--- config.mk ---
export PLATFORM = sky130hd
export DESIGN_NAME = priority_beep_pattern_timer
export DESIGN_NICKNAME = d
export VERILOG_FILES = /design/src/rtl/pbpt_pkg.sv /design/src/rtl/priority_beep_pattern_timer.sv
export SDC_FILE = /design/constraint.sdc
export NUM_CORES = 1
export LEC_CHECK = 0
export ABC_AREA = 1
export BUFFER_PORTS_ARGS = -buffer_cell sky130_fd_sc_hd__buf_2
export CORE_MARGIN = 2
export CORE_UTILIZATION = 60
export CTS_CLUSTER_DIAMETER = 60
export DETAILED_ROUTE_END_ITERATION = 7
export GPL_TIMING_DRIVEN = 0
export PLACE_DENSITY = 0.77
export SLEW_MARGIN = 10
export SYNTH_ARGS = -nofsm -noshare
export SYNTH_HDL_FRONTEND = slang
export SYNTH_SLANG_ARGS = --single-unit
--- constraint.sdc ---
create_clock -name clk -period 16.7 [get_ports clk]
set_clock_uncertainty 0.15 [all_clocks]
set_input_delay 0.835 -clock clk [delete_from_list [all_inputs] [get_ports clk]]
set_output_delay 0.835 -clock clk [all_outputs]
set_load 0.02 [all_outputs]
--- src/rtl/pbpt_pkg.sv ---
// Shared types and constants for the priority beep pattern timer.
package pbpt_pkg;

	localparam int unsigned OPCODE_W = 3;
	localparam int unsigned CHAN_W   = 2;
	localparam int unsigned COUNT_W  = 8;
	localparam int unsigned CFG_IDX_W = 3;
	localparam int unsigned SETUP_W  = 40;
	localparam int unsigned LEN_W    = 16;
	localparam int unsigned PHASE_W  = 17;
	localparam int unsigned PRIO_W   = 8;
	localparam int unsigned SETUP_REGS = 4;

	localparam logic [OPCODE_W-1:0] OP_TICK     = 3'd0;
	localparam logic [OPCODE_W-1:0] OP_START    = 3'd1;
	localparam logic [OPCODE_W-1:0] OP_CONT_ON  = 3'd2;
	localparam logic [OPCODE_W-1:0] OP_CONT_OFF = 3'd3;
	localparam logic [OPCODE_W-1:0] OP_MUTE     = 3'd4;

	typedef struct packed {
		logic [PRIO_W-1:0] prio;
		logic [LEN_W-1:0]  off_len;
		logic [LEN_W-1:0]  on_len;
	} setup_t;

endpackage

--- src/rtl/priority_beep_pattern_timer.sv ---
// Top level of the priority beep pattern timer.
// An accepted command enters an input register and is applied to the channel state from
// there; a tick then loads its drive level into the result register, from which it is shown.
// One command per cycle is sustained; a tick only
// waits while a previous result is held by a stalled output.
// The asynchronous reset clears setups, channel state and both valid flags.
module priority_beep_pattern_timer import pbpt_pkg::*; #(
	parameter int unsigned CHANNELS = 4
) (
	input  logic                 clk,
	input  logic                 arst_n,
	input  logic                 in_valid,
	output logic                 in_stall,
	input  logic [OPCODE_W-1:0]  opcode,
	input  logic [CHAN_W-1:0]    channel,
	input  logic [COUNT_W-1:0]   repeat_count,
	output logic                 out_valid,
	input  logic                 out_stall,
	output logic                 drive_level,
	input  logic                 cfg_valid,
	output logic                 cfg_ready,
	input  logic [CFG_IDX_W-1:0] cfg_index,
	input  logic [SETUP_W-1:0]   cfg_data
);

	setup_t               setup_q [CHANNELS];
	logic [COUNT_W-1:0]   rep_q   [CHANNELS];
	logic [PHASE_W-1:0]   phase_q [CHANNELS];
	logic                 cont_q  [CHANNELS];

	logic [COUNT_W-1:0]   rep_n   [CHANNELS];
	logic [PHASE_W-1:0]   phase_n [CHANNELS];
	logic                 cont_n  [CHANNELS];
	logic [COUNT_W-1:0]   rep_t   [CHANNELS];
	logic [PHASE_W-1:0]   phase_t [CHANNELS];
	logic [PHASE_W-1:0]   span    [CHANNELS];
	logic                 active  [CHANNELS];
	logic                 lvl     [CHANNELS];

	logic                 valid_s1;
	logic [OPCODE_W-1:0]  opcode_s1;
	logic [CHAN_W-1:0]    channel_s1;
	logic [COUNT_W-1:0]   count_s1;

	logic                 out_valid_q;
	logic                 drive_q;

	logic                 is_tick;
	logic                 out_free;
	logic                 s1_go;
	logic                 tick_go;
	logic                 found;
	logic [PRIO_W-1:0]    best;
	logic                 level;

	assign cfg_ready   = 1'b1;
	assign out_valid   = out_valid_q;
	assign drive_level = drive_q;

	assign is_tick  = (opcode_s1 == OP_TICK);
	assign out_free = !out_valid_q || !out_stall;
	assign s1_go    = valid_s1 && (!is_tick || out_free);
	assign tick_go  = s1_go && is_tick;
	assign in_stall = valid_s1 && !s1_go;

	always_comb begin
		for (int k = 0; k < CHANNELS; k++) begin
			active[k]  = (rep_q[k] != '0) || cont_q[k];
			span[k]    = {1'b0, setup_q[k].on_len} + {1'b0, setup_q[k].off_len};
			rep_t[k]   = rep_q[k];
			phase_t[k] = phase_q[k];
			if (active[k]) begin
				if (phase_q[k] < span[k]) begin
					phase_t[k] = phase_q[k] + 1'b1;
				end else begin
					phase_t[k] = '0;
					if (rep_q[k] != '0) begin
						rep_t[k] = rep_q[k] - 1'b1;
					end
				end
			end
			lvl[k] = (phase_t[k] <= {1'b0, setup_q[k].on_len}) &&
				((rep_t[k] != '0) || cont_q[k]);
		end
	end

	always_comb begin
		found = 1'b0;
		best  = '0;
		level = 1'b0;
		for (int k = 0; k < CHANNELS; k++) begin
			if (active[k] && (!found || setup_q[k].prio > best)) begin
				found = 1'b1;
				best  = setup_q[k].prio;
				level = lvl[k];
			end
		end
	end

	always_comb begin
		for (int k = 0; k < CHANNELS; k++) begin
			rep_n[k]   = rep_q[k];
			phase_n[k] = phase_q[k];
			cont_n[k]  = cont_q[k];
			if (s1_go) begin
				unique case (opcode_s1)
					OP_TICK: begin
						rep_n[k]   = rep_t[k];
						phase_n[k] = phase_t[k];
					end
					OP_START: begin
						if (32'(channel_s1) == k) begin
							phase_n[k] = '0;
							rep_n[k]   = count_s1;
						end
					end
					OP_CONT_ON: begin
						if (32'(channel_s1) == k) begin
							rep_n[k]  = '0;
							cont_n[k] = 1'b1;
						end
					end
					OP_CONT_OFF: begin
						if (32'(channel_s1) == k) begin
							cont_n[k] = 1'b0;
						end
					end
					OP_MUTE: begin
						rep_n[k]   = '0;
						phase_n[k] = '0;
						cont_n[k]  = 1'b0;
					end
					default: begin
					end
				endcase
			end
		end
	end

	always_ff @(posedge clk or negedge arst_n) begin
		if (!arst_n) begin
			for (int k = 0; k < CHANNELS; k++) begin
				setup_q[k] <= '0;
				rep_q[k]   <= '0;
				phase_q[k] <= '0;
				cont_q[k]  <= 1'b0;
			end
		end else begin
			for (int k = 0; k < CHANNELS; k++) begin
				rep_q[k]   <= rep_n[k];
				phase_q[k] <= phase_n[k];
				cont_q[k]  <= cont_n[k];
				if (cfg_valid && cfg_ready && (32'(cfg_index) == k) && (k < SETUP_REGS)) begin
					setup_q[k] <= setup_t'(cfg_data);
				end
			end
		end
	end

	always_ff @(posedge clk or negedge arst_n) begin
		if (!arst_n) begin
			valid_s1    <= 1'b0;
			out_valid_q <= 1'b0;
		end else begin
			if (!in_stall) begin
				valid_s1 <= in_valid;
			end
			if (out_free) begin
				out_valid_q <= tick_go;
			end
		end
	end

	always_ff @(posedge clk) begin
		if (in_valid && !in_stall) begin
			opcode_s1  <= opcode;
			channel_s1 <= channel;
			count_s1   <= repeat_count;
		end
		if (tick_go) begin
			drive_q <= level;
		end
	end

endmodule

==> results of run 1 <==
metal layers:
| metal | track usage | wire [µm] |
|---|---|---|
| met3 | 0.0539 | 4610 |
| met4 | 0.145 | 2710 |
| met2 | 0.551 | 27100 |
| met5 | 0 | 0 |
| met1 | 0.455 | 24900 |
cell type report:
class                   instances  area (µm²)  area share
diodes                          2        5.00    0.000224
repair buffers                 65         380      0.0170
clock buffers                  47         992      0.0443
plain buffers                  68         299      0.0134
well taps                     448         561      0.0250
multi-input cells            1950       11300       0.506
flip-flops and latches        280        7080       0.316
inverters                     410        1540      0.0688
clock inverters                19         208     0.00928
worst min path at each step:
stage                              end  slack (ns)  cells after the start
after floorplan           setup_q[112]        0.30                      2
after global placement    setup_q[152]        0.32                      2
after detailed placement   setup_q[32]        0.32                      2
after CTS                  setup_q[32]        0.11                      1
after global routing       setup_q[32]        0.14                      1
final                      setup_q[32]        0.10                      1
report_power, final:
group	switching, W	internal, W	leakage (nW)
logic	0.00107	0.000619	7.63
clock network	0.000323	0.000458	0.583
registers	0.000191	0.000846	3.49
worst max-delay path: cells and delay by family, from the launching register on:
family	cells	cell delay, ns
simple gates	20	2.61
compound gates	5	2.12
buf+inv	8	1.63
fa+ha+maj	4	1.16
flops	1	0.40
state kept, by name, indices dropped and copies added (netlist names):
name and cells:
phase_q 68, count_s1 8, rep_q 32, valid_s1 1, setup_q 160, drive_level 1, channel_s1 2, opcode_s1 3
out_valid 1, cont_q 4
kinds of logic after synthesis:
family | share of synthesized area
AOI/OAI and AO/OA | 0.150
xor gates and xnor gates | 0.0359
adders and majority gates | 0.144
buffers and inverters | 0.0908
DFF | 0.350
other | 0.000185
and+or+nand+nor | 0.230
through the flow:
step	utilization	total power, W
6_report	0.671	0.00351
5_1_grt	0.671	0.00381
4_1_cts	0.671	0.00349
3_5_place_dp	0.635	0.00269
3_3_place_gp	0.633	0.00261
2_1_floorplan	-	0.00223
placed cells by master (no fill, tap or decap), drive strengths merged, types with 2 or more instances in the layout:
cell type | synthesis | routed
edfxtp | 14 | 14
nor3 | 45 | 45
xor2 | 62 | 62
dfrtp | 266 | 266
a31oi | 46 | 46
inv | 410 | 413
diode | 0 | 2
o21bai | 3 | 3
o211ai | 5 | 5
a211oi | 3 | 3
a21boi | 5 | 5
a21oi | 142 | 142
and2 | 2 | 2
nor4 | 10 | 10
buf | 23 | 88
o21ai | 285 | 285
a21o | 9 | 9
clkinv | 0 | 11
nand2 | 646 | 646
ha | 226 | 226
nand4 | 40 | 40
o22ai | 48 | 48
nor2 | 192 | 192
nand3 | 129 | 129
nand3b | 7 | 7
clkinvlp | 0 | 3
xnor2 | 21 | 21
fa | 4 | 4
bufinv | 0 | 2
and3 | 2 | 2
o21a | 5 | 5
o221ai | 3 | 3
or2 | 4 | 4
clkbuf | 45 | 92
==> impl_metrics.toml, run 1 <==
[run_status]
status = "finished clean"

[synthesis]
synth_area_leaders = "dfrtp_1 33%, ha_1 14%, nand2_1 12%"
async_flop_share = 0.950
synth_edf_count = 14
synth_common_cells = "639 x nand2_1, 406 x inv_1, 272 x o21ai_0, 266 x dfrtp_1, 226 x ha_1"
netlist_instances = 2708
synth.most_common_cell = "nand2_1"
syn_area_per_cell_um2 = 7.47
synth_top_cell_by_area = "dfrtp_1"
synth_top_area_share = 0.329
synth-main-ff-cell = "dfrtp_1"
ys_ff_latch = 280
yosys_warnings = 0
synth_cell_types = 54
synth_fp_nets = 2999
yosysSeqAreaShare = 0.350
syn_area_mm2 = 0.0202

[critical_path]
cp-end-kind = "register"
endpoint = "drive_level"
r2r_cells = 37
crit_type = "reg -> reg"
slowest_stage = "o41ai_1"
start_kind = "register"
worstPathRequired_ns = 16.85
cp_max_fo = 10
rr_endpoint = "drive_level"
crit_path_frequent_cell = "nand2_1"
critPathArrivalTime_ns = 8.48
crit_start = "rep_q[24]"
r2r-start = "rep_q[24]"
r2r_slack_ns = 8.37
slowest_delay_ns = 1.05

[die]
ios = 65
die_w_um = 188
rows = 67
start_util = 0.607
die_h_um = 188
dieArea_mm2 = 0.0352
coreArea_mm2 = 0.0334

[layout]
drive_above_1_share = 0.0690
fillCellCount = 2880
area_delta_synth_final_pct = 10.6
final_area_mm2 = 0.0224
layout.nets = 3102
instances_no_fill = 3289

[route]
ant_nets = 0
drt_wl_total_mm = 59.3
vias_per_cell = 5.82
avgRoutedWirePerCell_um = 18.0
drt-pass1-iter-count = 6
route.detailed.drc = 0
vias = 19100
initialDrtViolationCount = 1594

[global_route]
grt_pass1_wl_mm = 95.6
grt_pass1_vias = 18500
grt_start_max_net_pins = 110
grt.overflow.total = 0
antenna_found_initial = 0
track_usage = 0.340

[clock_network]
clk_latency_ns = 0.55
clkTransAtPathRegs_ns = 0.06
numCtsBuffers = 36
cts.sinks = 280
cts_tree = "yes"
cts_max_level = 2
ctsHoldBuffers = 0
cts_resized = 0
clockRootBuffer = "clkbuf_16"
clock_path_buffers = 3
post_cts_buffers = 0

[power_and_ir_drop]
p_per_area_mw_per_mm2 = 157
p_leak_nw = 11.7
max-vdd-ir-drop_uv = 95.2

[place]
dpl_cell_area_mm2 = 0.0212
io_buffers = 63
post-dp-hpwl_mm = 46.0
place_inst = 3221
place_ws_ns = 8.82
gp_congestion = 0.938

[timing]
finalSetupViolCount = 0
hold_ws_ns = 0.105
max-slew-margin-rel = 0.160
fin_crit_sh = 0.499
fin_ws_ns = 8.37
rsz0062_at_grt = "no"
worstMarginPinSlew_ns = 1.24
finalMaxSlewViolations = 0
setup_tns_ns = 0
period_needed_ns = 8.33
max_freq_mhz = 120
finalHoldViolCount = 0

[hold_path]
hp-class = "in -> async"

[flow_run]
drv_cap = 0
No activity file was read; power rests on OpenSTA's default activity.
==> inputs of run 2 (changes only) <==
--- a/config.mk
+++ b/config.mk
@@ -5,14 +5,14 @@
 export SDC_FILE = /design/constraint.sdc
 export NUM_CORES = 1
 export LEC_CHECK = 0
-export ABC_AREA = 1
+export ABC_AREA = 0
 export BUFFER_PORTS_ARGS = -buffer_cell sky130_fd_sc_hd__buf_2
 export CORE_MARGIN = 2
-export CORE_UTILIZATION = 60
+export CORE_UTILIZATION = 58
 export CTS_CLUSTER_DIAMETER = 60
 export DETAILED_ROUTE_END_ITERATION = 7
 export GPL_TIMING_DRIVEN = 0
-export PLACE_DENSITY = 0.77
+export PLACE_DENSITY = 0.78
 export SLEW_MARGIN = 10
 export SYNTH_ARGS = -nofsm -noshare
 export SYNTH_HDL_FRONTEND = slang
==> constraint.sdc (replaced) <==
create_clock -name clk -period 7.6 [get_ports clk]
set_clock_uncertainty 0.15 [all_clocks]
set_input_delay 0.38 -clock clk [delete_from_list [all_inputs] [get_ports clk]]
set_output_delay 0.38 -clock clk [all_outputs]
set_load 0.02 [all_outputs]
==> impl_metrics.toml, run 2 <==
[timing]
fin_ws_ns = 0.312
max-slew-margin-rel = 0.388
finalSetupViolCount = 0
finalHoldViolCount = 0
finalMaxSlewViolations = 0
period_needed_ns = 7.29
fin_crit_sh = 0.959
worstMarginPinSlew_ns = 0.917
max_freq_mhz = 137

[route]
vias_per_cell = 6.28
vias = 16900
ant_nets = 0
drt_wl_total_mm = 55.5
avgRoutedWirePerCell_um = 20.6
initialDrtViolationCount = 1428
route.detailed.drc = 0
drt-pass1-iter-count = 5

[synthesis]
syn_area_mm2 = 0.0195
yosysSeqAreaShare = 0.363
synth_area_leaders = "dfrtp_1 34%, ha_1 15%, mux2_2 6.5%"
synth_edf_count = 14
synth_common_cells = "266 x dfrtp_1, 226 x ha_1, 195 x nand2_1, 171 x o21ai_0, 146 x nor2_1"
yosys_warnings = 0
ys_ff_latch = 280
synth_cell_types = 81
netlist_instances = 2090
async_flop_share = 0.950
syn_area_per_cell_um2 = 9.32
synth-main-ff-cell = "dfrtp_1"
synth_top_cell_by_area = "dfrtp_1"
synth_fp_nets = 2381
synth.most_common_cell = "dfrtp_1"
synth_top_area_share = 0.342

[critical_path]
start_kind = "register"
slowest_stage = "dfrtp_1"
worstPathRequired_ns = 7.73
cp-end-kind = "register"
slowest_delay_ns = 0.43
cp_max_fo = 10
worst-path-buf-inv = 1
cp_top_family = "compound AO/OA/AOI/OAI gates"
critPathArrivalTime_ns = 7.42
crit_type = "reg -> reg"

[clock_network]
clkTransAtPathRegs_ns = 0.07
cts.sinks = 280
clockRootBuffer = "clkbuf_16"
numCtsBuffers = 35
cts_tree = "yes"
cts_max_level = 2
clk_latency_ns = 0.53
clock_path_buffers = 3

[layout]
diodes = 0
final_common_cell = "dfrtp_1"
largest_reg_flops = 160
top_register = "setup_q"
layout.nets = 2508
drive_above_1_share = 0.132
final_area_mm2 = 0.0220
area_delta_synth_final_pct = 12.8
final_cell_mix = "266 x dfrtp_1, 226 x ha_1, 194 x nand2_1"
top_regs = "setup_q (160), phase_q (68), rep_q (32)"

[die]
coreArea_mm2 = 0.0333
die_w_um = 187
rows = 67
start_util = 0.586
ios = 65
dieArea_mm2 = 0.0351
die_h_um = 187

[power_and_ir_drop]
pwr-share-clk = 0.280
internal_power_w = 0.00386
max-vdd-ir-drop_uv = 234
pwr-share-seq = 0.313
swShare = 0.375
p_per_area_mw_per_mm2 = 281
p_leak_nw = 10.3
switching_power_w = 0.00231
power_frac_comb = 0.406

[global_route]
grt_pass1_vias = 16300
track_usage = 0.314
grt_start_max_net_pins = 79
antenna_found_initial = 1
grt.overflow.total = 0
grt_pass1_wl_mm = 87.0

[place]
post-dp-hpwl_mm = 41.1
dpl_cell_area_mm2 = 0.0205
place_ws_ns = -0.864
io_buffers = 63
gp_congestion = 0.921

[run_status]
status = "finished clean"

[hold_path]
hp-class = "in -> reg"

[flow_run]
drv_cap = 0
[run 2: cell count changes after synthesis, sizes merged, moves of 37 or more]
cell / before / now
o21ai: 285 / 202
nand2: 646 / 195
a21o: 9 / 46
inv: 410 / 111
nand3: 129 / 52
o22ai: 48 / 7
nor2: 192 / 146
a22o: 0 / 74
mux2: 0 / 112
[run 2: metrics by stage]
stage / utilization / cells / hold slack (ns) / TNS [ns] / total power (W)
2_1_floorplan: - / 2090 / -0.0656 / 0 / 0.00371
3_3_place_gp: 0.612 / 2601 / 0.336 / -0.703 / 0.00423
3_5_place_dp: 0.615 / 2604 / 0.189 / -0.864 / 0.00436
4_1_cts: 0.658 / 2690 / 0.00767 / 0 / 0.00614
5_1_grt: 0.660 / 2691 / 0.0341 / -0.0477 / 0.00658
6_report: 0.660 / 2691 / 0.0199 / 0 / 0.00617
[run 2: kinds of logic after synthesis]
| kind of cell | after synthesis | synth area share |
|---|---|---|
| simple gates | 621 | 0.158 |
| buf+inv | 182 | 0.0361 |
| mux | 117 | 0.0673 |
| other cells | 1 | 0.000192 |
| compound gates | 567 | 0.185 |
| flops | 280 | 0.363 |
| fa+ha+maj | 230 | 0.149 |
| xor+xnor | 92 | 0.0413 |
[run 2: layout make-up]
type / instances / area (µm²)
plain buffers: 70 / 303
clock buffers: 46 / 1000
clock inverters: 17 / 189
fillers: 2609 / 11300
inverters: 111 / 417
multi-input cells: 1628 / 11800
flip-flops and latches: 280 / 7080
well taps: 448 / 561
repair buffers: 91 / 656
[run 2: worst reg2reg max path: cells and delay by family (launching register included)]
family                   cells  cell delay [ns]
AO/OA/AOI/OAI               17             3.32
flip-flops                   1             0.43
AND/OR/NAND/NOR              7             1.43
adder cells (fa/ha/maj)      4             1.14
buffers and inverters        1             0.28
XOR/XNOR                     1             0.27
[run 2: path summary, 6_finish.rpt]
path                               from  slack, ns      endpoint  depth (start not counted)
max                          setup_q[0]       0.31   drive_level                         30
min                         cfg_data[2]       0.02  setup_q[122]                          3
max reg2reg                  setup_q[0]       0.31   drive_level                         30
min reg2reg                setup_q[151]       0.36  setup_q[151]                          1
max in group asynchronous        arst_n       6.28  setup_q[158]                          3
min in group asynchronous        arst_n       0.22    phase_q[9]                          2
[run 2: power by group through the flow]
stage               sequential, W  clock, W  combinational (W)
finish                    0.00194   0.00173            0.00251
global route              0.00196   0.00182            0.00280
CTS                       0.00193   0.00175            0.00246
detailed placement        0.00195         0            0.00241
global placement          0.00194         0            0.00229
floorplan                 0.00188         0            0.00183
[run 2: metal layers]
metal  vias up  wire length, µm  GRT usage
li1       7874                -          -
met1      8215            24000      0.419
met2       675            25300      0.509
met3       144             3880     0.0499
met4         0             2320      0.130
met5         -                0          0
[run 2: timing repair]
item | CTS | global route
endpoints found under the hold margin | 98 | 0
resized for setup | 10 | 22
setup endpoints to repair | 1 | 1
setup buffers | 0 | 1
pin swaps | 1 | 0
hold buffers | 24 | 0
